### config.mk
export PLATFORM = sky130hd
export DESIGN_NAME = hka_ctrl
export DESIGN_NICKNAME = d
export VERILOG_FILES = /design/src/rtl/hka_pkg.sv /design/src/rtl/hka_ctrl.sv
export VERILOG_INCLUDE_DIRS = /design/src /design/src/rtl
export SDC_FILE = /design/constraint.sdc
export NUM_CORES = 1
export LEC_CHECK = 0
export BUFFER_PORTS_ARGS = -buffer_cell sky130_fd_sc_hd__buf_2
export CAP_MARGIN = 20
export CORE_AREA = 2 2 39 41
export DETAILED_ROUTE_END_ITERATION = 8
export DIE_AREA = 0 0 41 43
export MAX_ROUTING_LAYER = met4
export SETUP_SLACK_MARGIN = 0.2
export SYNTH_ARGS = -nofsm -noshare
export SYNTH_HDL_FRONTEND = slang
export SYNTH_SLANG_ARGS = --single-unit
### constraint.sdc
create_clock -name aclk -period 3.58 [get_ports aclk]
set_input_delay 0.179 -clock aclk [delete_from_list [all_inputs] [get_ports aclk]]
set_output_delay 0.179 -clock aclk [all_outputs]
set_load 0.01 [all_outputs]
### src/rtl/hash_key_id_assigner_macros.svh
// assertion macros shared by the hash key id assigner modules
// expects a clock aclk and an active-low reset aresetn in the using module
`ifndef HASH_KEY_ID_ASSIGNER_MACROS_SVH
`define HASH_KEY_ID_ASSIGNER_MACROS_SVH

// same-cycle implication
`define HKA_ASSERT_IMP(lbl, ante, cons) \
    lbl: assert property (@(posedge aclk) disable iff (!aresetn) (ante) |-> (cons)) \
        else $error("hash_key_id_assigner: assertion failed");

// next-cycle implication
`define HKA_ASSERT_NXT(lbl, ante, cons) \
    lbl: assert property (@(posedge aclk) disable iff (!aresetn) (ante) |=> (cons)) \
        else $error("hash_key_id_assigner: assertion failed");

`endif

### src/rtl/hka_pkg.sv
// shared types, constants and the base64 decode function of the hash key id assigner
// no dependencies
`default_nettype none

package hka_pkg;

    localparam int TABLE_BITS = 10;
    localparam int SLOTS      = 1 << TABLE_BITS;
    localparam int ID_W       = TABLE_BITS + 1;
    localparam int KEY_W      = 64;
    localparam int CHAR_W     = 8;
    localparam int NUM_CHARS  = 11;
    localparam int UID_W      = 10;
    localparam int B64_W      = 6;

    localparam logic [CHAR_W-1:0] CHAR_UPPER_A = 8'h41;
    localparam logic [CHAR_W-1:0] CHAR_UPPER_Z = 8'h5A;
    localparam logic [CHAR_W-1:0] CHAR_LOWER_A = 8'h61;
    localparam logic [CHAR_W-1:0] CHAR_LOWER_Z = 8'h7A;
    localparam logic [CHAR_W-1:0] CHAR_DIGIT_0 = 8'h30;
    localparam logic [CHAR_W-1:0] CHAR_DIGIT_9 = 8'h39;
    localparam logic [CHAR_W-1:0] CHAR_PLUS    = 8'h2B;
    localparam logic [CHAR_W-1:0] CHAR_SLASH   = 8'h2F;

    localparam logic [B64_W-1:0] B64_LOWER_BASE = 6'd26;
    localparam logic [B64_W-1:0] B64_DIGIT_BASE = 6'd52;
    localparam logic [B64_W-1:0] B64_PLUS       = 6'd62;
    localparam logic [B64_W-1:0] B64_SLASH      = 6'd63;

    typedef logic [NUM_CHARS-1:0][CHAR_W-1:0] char_vec_t;

    typedef struct packed {
        logic load;
        logic clear_wr;
        logic advance;
        logic do_insert;
        logic do_hit;
        logic do_full;
    } hka_cmd_t;

    typedef struct packed {
        logic clear_done;
        logic id_empty;
        logic key_match;
        logic probe_last;
        logic out_free;
    } hka_sts_t;

    function automatic logic [B64_W-1:0] b64_value(input logic [CHAR_W-1:0] c);
        logic [B64_W-1:0] v;
        v = '0;
        if (c >= CHAR_UPPER_A && c <= CHAR_UPPER_Z) begin
            v = B64_W'(c - CHAR_UPPER_A);
        end else if (c >= CHAR_LOWER_A && c <= CHAR_LOWER_Z) begin
            v = B64_W'(c - CHAR_LOWER_A) + B64_LOWER_BASE;
        end else if (c >= CHAR_DIGIT_0 && c <= CHAR_DIGIT_9) begin
            v = B64_W'(c - CHAR_DIGIT_0) + B64_DIGIT_BASE;
        end else if (c == CHAR_PLUS) begin
            v = B64_PLUS;
        end else if (c == CHAR_SLASH) begin
            v = B64_SLASH;
        end
        return v;
    endfunction

endpackage

`default_nettype wire

### src/rtl/hka_ctrl.sv
// controller state machine: clearing pass, accept, probe read and compare
// depends on hka_pkg and hash_key_id_assigner_macros.svh
`default_nettype none
`include "hash_key_id_assigner_macros.svh"

module hka_ctrl import hka_pkg::*; (
    input  wire logic     aclk,
    input  wire logic     aresetn,
    input  wire logic     s_valid,
    output logic          s_ready,
    output hka_cmd_t      cmd,
    input  wire hka_sts_t sts
);

    typedef enum logic [3:0] {
        S_CLEAR = 4'b0001,
        S_IDLE  = 4'b0010,
        S_READ  = 4'b0100,
        S_CHECK = 4'b1000
    } state_t;

    state_t state_reg;
    state_t state_next;

    always_ff @(posedge aclk) begin
        if (!aresetn) begin
            state_reg <= S_CLEAR;
        end else begin
            state_reg <= state_next;
        end
    end

    always_comb begin
        state_next = state_reg;
        cmd        = '0;
        s_ready    = 1'b0;
        unique case (state_reg)
            S_CLEAR: begin
                cmd.clear_wr = 1'b1;
                if (sts.clear_done) begin
                    state_next = S_IDLE;
                end
            end
            S_IDLE: begin
                s_ready = 1'b1;
                if (s_valid) begin
                    cmd.load   = 1'b1;
                    state_next = S_READ;
                end
            end
            S_READ: begin
                state_next = S_CHECK;
            end
            S_CHECK: begin
                if (sts.id_empty) begin
                    if (sts.out_free) begin
                        cmd.do_insert = 1'b1;
                        state_next    = S_IDLE;
                    end
                end else if (sts.key_match) begin
                    if (sts.out_free) begin
                        cmd.do_hit = 1'b1;
                        state_next = S_IDLE;
                    end
                end else if (sts.probe_last) begin
                    if (sts.out_free) begin
                        cmd.do_full = 1'b1;
                        state_next  = S_IDLE;
                    end
                end else begin
                    cmd.advance = 1'b1;
                    state_next  = S_READ;
                end
            end
            default: begin
                state_next = S_CLEAR;
            end
        endcase
    end

    `HKA_ASSERT_IMP(a_cmd_onehot, 1'b1, $onehot0(cmd))
    `HKA_ASSERT_IMP(a_result_when_free, cmd.do_insert || cmd.do_hit || cmd.do_full, sts.out_free)
    `HKA_ASSERT_NXT(a_load_then_read, cmd.load, state_reg == S_READ)

endmodule

`default_nettype wire
======== Word-level counts from Yosys, hierarchy flattened ========
Cells that the tools add are included.
word-level totals
  output and inout bits ................... 7
  word-level logic and storage cells ...... 29
  flip-flop bits (word level) ............. 4
  input port bits ......................... 8
operators by class
  reduce and logical (&&, ||, !) cells .... 1
  equal/unequal tests ..................... 6
  muxes and demuxes ....................... 21
operators by type and width
  operator                                       count
  2-to-1 mux 4 bit                               7
  case mux 4 bit (4 select lines)                1
  2-to-1 mux 1 bit                               12
  == test 4 x 1 -> 1 bit, second input constant  1
  == test 4 x 2 -> 1 bit, second input constant  1
  == test 4 x 3 -> 1 bit, second input constant  1
  == test 4 bit, second input constant           1
  != test 2 bit, second input constant           2
  2-to-1 mux 2 bit                               1
  AND reduction 2 bit                            1

======== Logic depth before layout (Yosys ltp) ========
  depth after elaboration ................. 5
  gate-level depth with buffers ........... 3
  mapped depth without buffers ............ 3

======== Worst setup path before layout ========
OpenSTA, ideal clock, no wires.
  kind .................................... register to output
  start point ............................. register state_reg[1]
  end point ............................... output cmd[0] (netlist bit)
  data arrival time ....................... 1482 ps
  stages on the path, launching flop included .. 4
  slack ................................... 1919 ps
  buffers on the path ..................... 0
  required time ........................... 3401 ps
  cells stage by stage .................... dfxtp_1 > nor4b_1 > nand2_1 > nor4b_1
RTL lines
  what                    line            RTL
  start, declared         hka_ctrl.sv:22  state_t state_reg;
  start signal, assigned  hka_ctrl.sv:29  state_reg <= state_next;
  end, declared           hka_ctrl.sv:11  output hka_cmd_t cmd,

==> impl_metrics.csv <==
group,metric,value,unit
cts,clock-root-buffer,"clkbuf_4",
pwr,power_frac_seq,0.397,
final_layout,final_nets,60,
cts,clk_latency,0.24,ns
sta,finClkSkew,0.00651,ns
sta,min_period_over_period,0.566,
global_route,track_usage,0.108,
placed_design,port_buffers,14,
sta,clock.fmax,0.494,GHz
placed_design,place_hpwl,580,µm
cts,cts_setup_buffers,0,
sta,finalHoldViolCount,0,
sta,slew_violations,0,
pwr,powerDensity,317,nW/µm²
placed_design,place_ws,1.80,ns
global_route,grt_pass1_wl,1250,µm
setup_path,path_class,"flop to primary output",
setup_path,worstPathArrival,1.85,ns
synthesis,ys_warn_count,0,
setup_path,crit_path_start_kind,"flop",
routing,wirelength,762,µm
synthesis,synth.avg_cell_area,8.80,µm²
sta,maxSlewHeadroom,0.553,
status,status,"completed",
floorplanning,die_y,43,µm
pwr,pwr-share-comb,0.156,
global_route,grt-ovfl-total,0,
synthesis,synth_cell_types,19,
synthesis,syn_nets,41,
setup_path,cpPeakStageDelay,0.62,ns
synthesis,synth-seq-cells,4,
global_route,grt.busiest_layer,"met2",
pwr,p_clk_frac,0.447,
global_route,grtUsageMet3,0.0628,
synthesis,synth_commonest_cells,"4 x dfxtp_1, 4 x nor4b_1, 3 x a21oi_1, 3 x inv_1, 3 x nor3b_1",
pwr,irDropWorstVdd,0.000137,V
floorplanning,pin_count,15,
synthesis,syn-cell-area,290,µm²
final_layout,fill_cells,154,
setup_path,path_max_fanout,9,
setup_path,path_buf_inv,1,
cts,clk_pin_slew_worst_paths,0.04,ns
setup_path,crit_family,"simple AND/OR/NAND/NOR gates",
pwr,p_sw,0.0000329,W
synthesis,yosysSeqAreaShare,0.276,
pwr,leakagePower,0.165,nW
sta,fin_ws,1.55,ns
setup_path,crit_required,3.40,ns
routing,ant_nets,0,
setup_path,critical_path.most_common_cell,"nor4b_1",
routing,routed_via_density,4.89,
final_layout,area_delta_synth_final,38.8,%
floorplanning,fp-row-count,14,
setup_path,critPathCaptureType,"primary output",
floorplanning,die-width,41,µm
setup_path,cp_cell_sequence,"nor4b_1 -> nand2_1 -> nor4b_1 -> buf_2",
pwr,swShare,0.257,
floorplanning,core,1380,µm²
synthesis,yosysTopAreaCellShare,0.276,
synthesis,synth_top_cells_by_area,"dfxtp_1 28%, nor4b_1 12%, nor3b_1 7.8%",
run,drv_cap,0,
routing,drc,0,
routing,wl_per_cell,11.5,µm
routing,vias,323,
synthesis,async_reset_ff_frac,0,
placed_design,routabilityCongestion,0.725,
sta,hold_slack,0.222,ns
synthesis,yosys.area.top_type,"dfxtp_1",
routing,drt_iter0_drc,4,
cts,clockBufferDepth,2,
cts,cts_tree,"built",
cts,cts_hold_buffers,0,
synthesis,synth_edf_count,0,
sta,worst_slew_pin_slew,0.661,ns
global_route,grt_pass1_vias,316,
cts,cts_made_buffers,3,
setup_path,critPathSlowestCell,"nor4b_1",
hold_path,hold_class,"primary input to flop",
sta,final.setup.tns,0,ns
global_route,gr-usage-met2,0.141,
cts,clkSinkCount,4,
final_layout,largest_reg_flops,4,
synthesis,synthCells,33,
global_route,antenna_found_initial,0,
synthesis,synth_flop_cell,"dfxtp_1",
routing,firstDrtPassIters,2,
final_layout,n_antenna_cell,0,
sta,setup_violations,0,
sta,rsz0062_at_grt,"false",
floorplanning,initial_core_util,0.210,
final_layout,drive_gt1_frac,0.400,
pwr,intPower,0.0000950,W
global_route,grt_max_degree,10,
cts,cts_resized,0,
global_route,grt_util_met1,0.135,
cts,htree_levels,1,
floorplanning,die_area,1760,µm²
sta,min_period,2.03,ns
[worst min-delay path, stage by stage]
cell	delay, ns
buf_2	0.07
inv_1	0.05
a21oi_1	0.11
[area by class of cell]
class | count | area (µm²) | share of cell area
clock buffers | 3 | 22.5 | 0.0559
inverters | 3 | 11.3 | 0.0280
well taps | 16 | 20.0 | 0.0497
repair buffers | 14 | 70.1 | 0.174
flip-flops and latches | 4 | 80.1 | 0.199
multi-input cells | 26 | 199 | 0.494
[cells by family (layout without fill, tap and decap cells)]
| family | count (synthesis) | after routing | synth area share |
|---|---|---|---|
| AOI/OAI and AO/OA | 8 | 8 | 0.185 |
| buffers and inverters | 3 | 20 | 0.0388 |
| DFF | 4 | 4 | 0.276 |
| and+or+nand+nor | 18 | 18 | 0.500 |
[power by group through the flow]
| stage | combinational [W] | clock [W] | sequential, W |
|---|---|---|---|
| after global routing | 0.0000222 | 0.0000628 | 0.0000512 |
| final | 0.0000200 | 0.0000571 | 0.0000507 |
| after detailed placement | 0.0000201 | 0 | 0.0000516 |
| after floorplan | 0.0000115 | 0 | 0.0000503 |
| after CTS | 0.0000202 | 0.0000590 | 0.0000508 |
| after global placement | 0.0000199 | 0 | 0.0000513 |
[final timing paths]
check / to / cells after the start / slack (ns) / from
worst max-delay path: cmd[0] / 4 / 1.55 / state_reg[2]$_SDFFE_PN0P_
worst min-delay path: state_reg[3]$_SDFFE_PN0P_ / 3 / 0.22 / aresetn
worst max register to register: state_reg[1]$_SDFFE_PN0P_ / 3 / 1.99 / state_reg[1]$_SDFFE_PN0P_
worst min register to register: state_reg[3]$_SDFFE_PN0P_ / 2 / 0.68 / state_reg[3]$_SDFFE_PN0P_
[routing by layer]
metal  wire [µm]  up-vias
met5           0        -
met2         321       15
met1         376      142
met4           0        0
met3          64        0
li1            -      166
[cells in the final DEF (no fill, tap or decap)]
cell type  instances
a211oi_1           1
a21o_1             1
a21oi_1            3
a221oi_1           1
and2_1             2
and3_1             1
and4bb_2           1
buf_2             14
clkbuf_4           3
dfxtp_1            4
inv_1              3
nand2_1            1
nand3b_1           1
nor3_1             1
nor3b_1            3
nor4b_1            4
nor4bb_1           1
o31ai_1            2
or3_1              1
or4b_2             1
or4b_4             1
[stage by stage]
stage / total power (W) / std cells / utilization / instance area [µm²]
after floorplan: 0.0000618 / 33 / - / 290
after global placement: 0.0000712 / 63 / 0.275 / 380
after detailed placement: 0.0000717 / 63 / 0.275 / 380
after CTS: 0.000130 / 66 / 0.291 / 403
after global routing: 0.000136 / 66 / 0.291 / 403
final: 0.000128 / 66 / 0.291 / 403
Power figures use the tool's default switching activity.
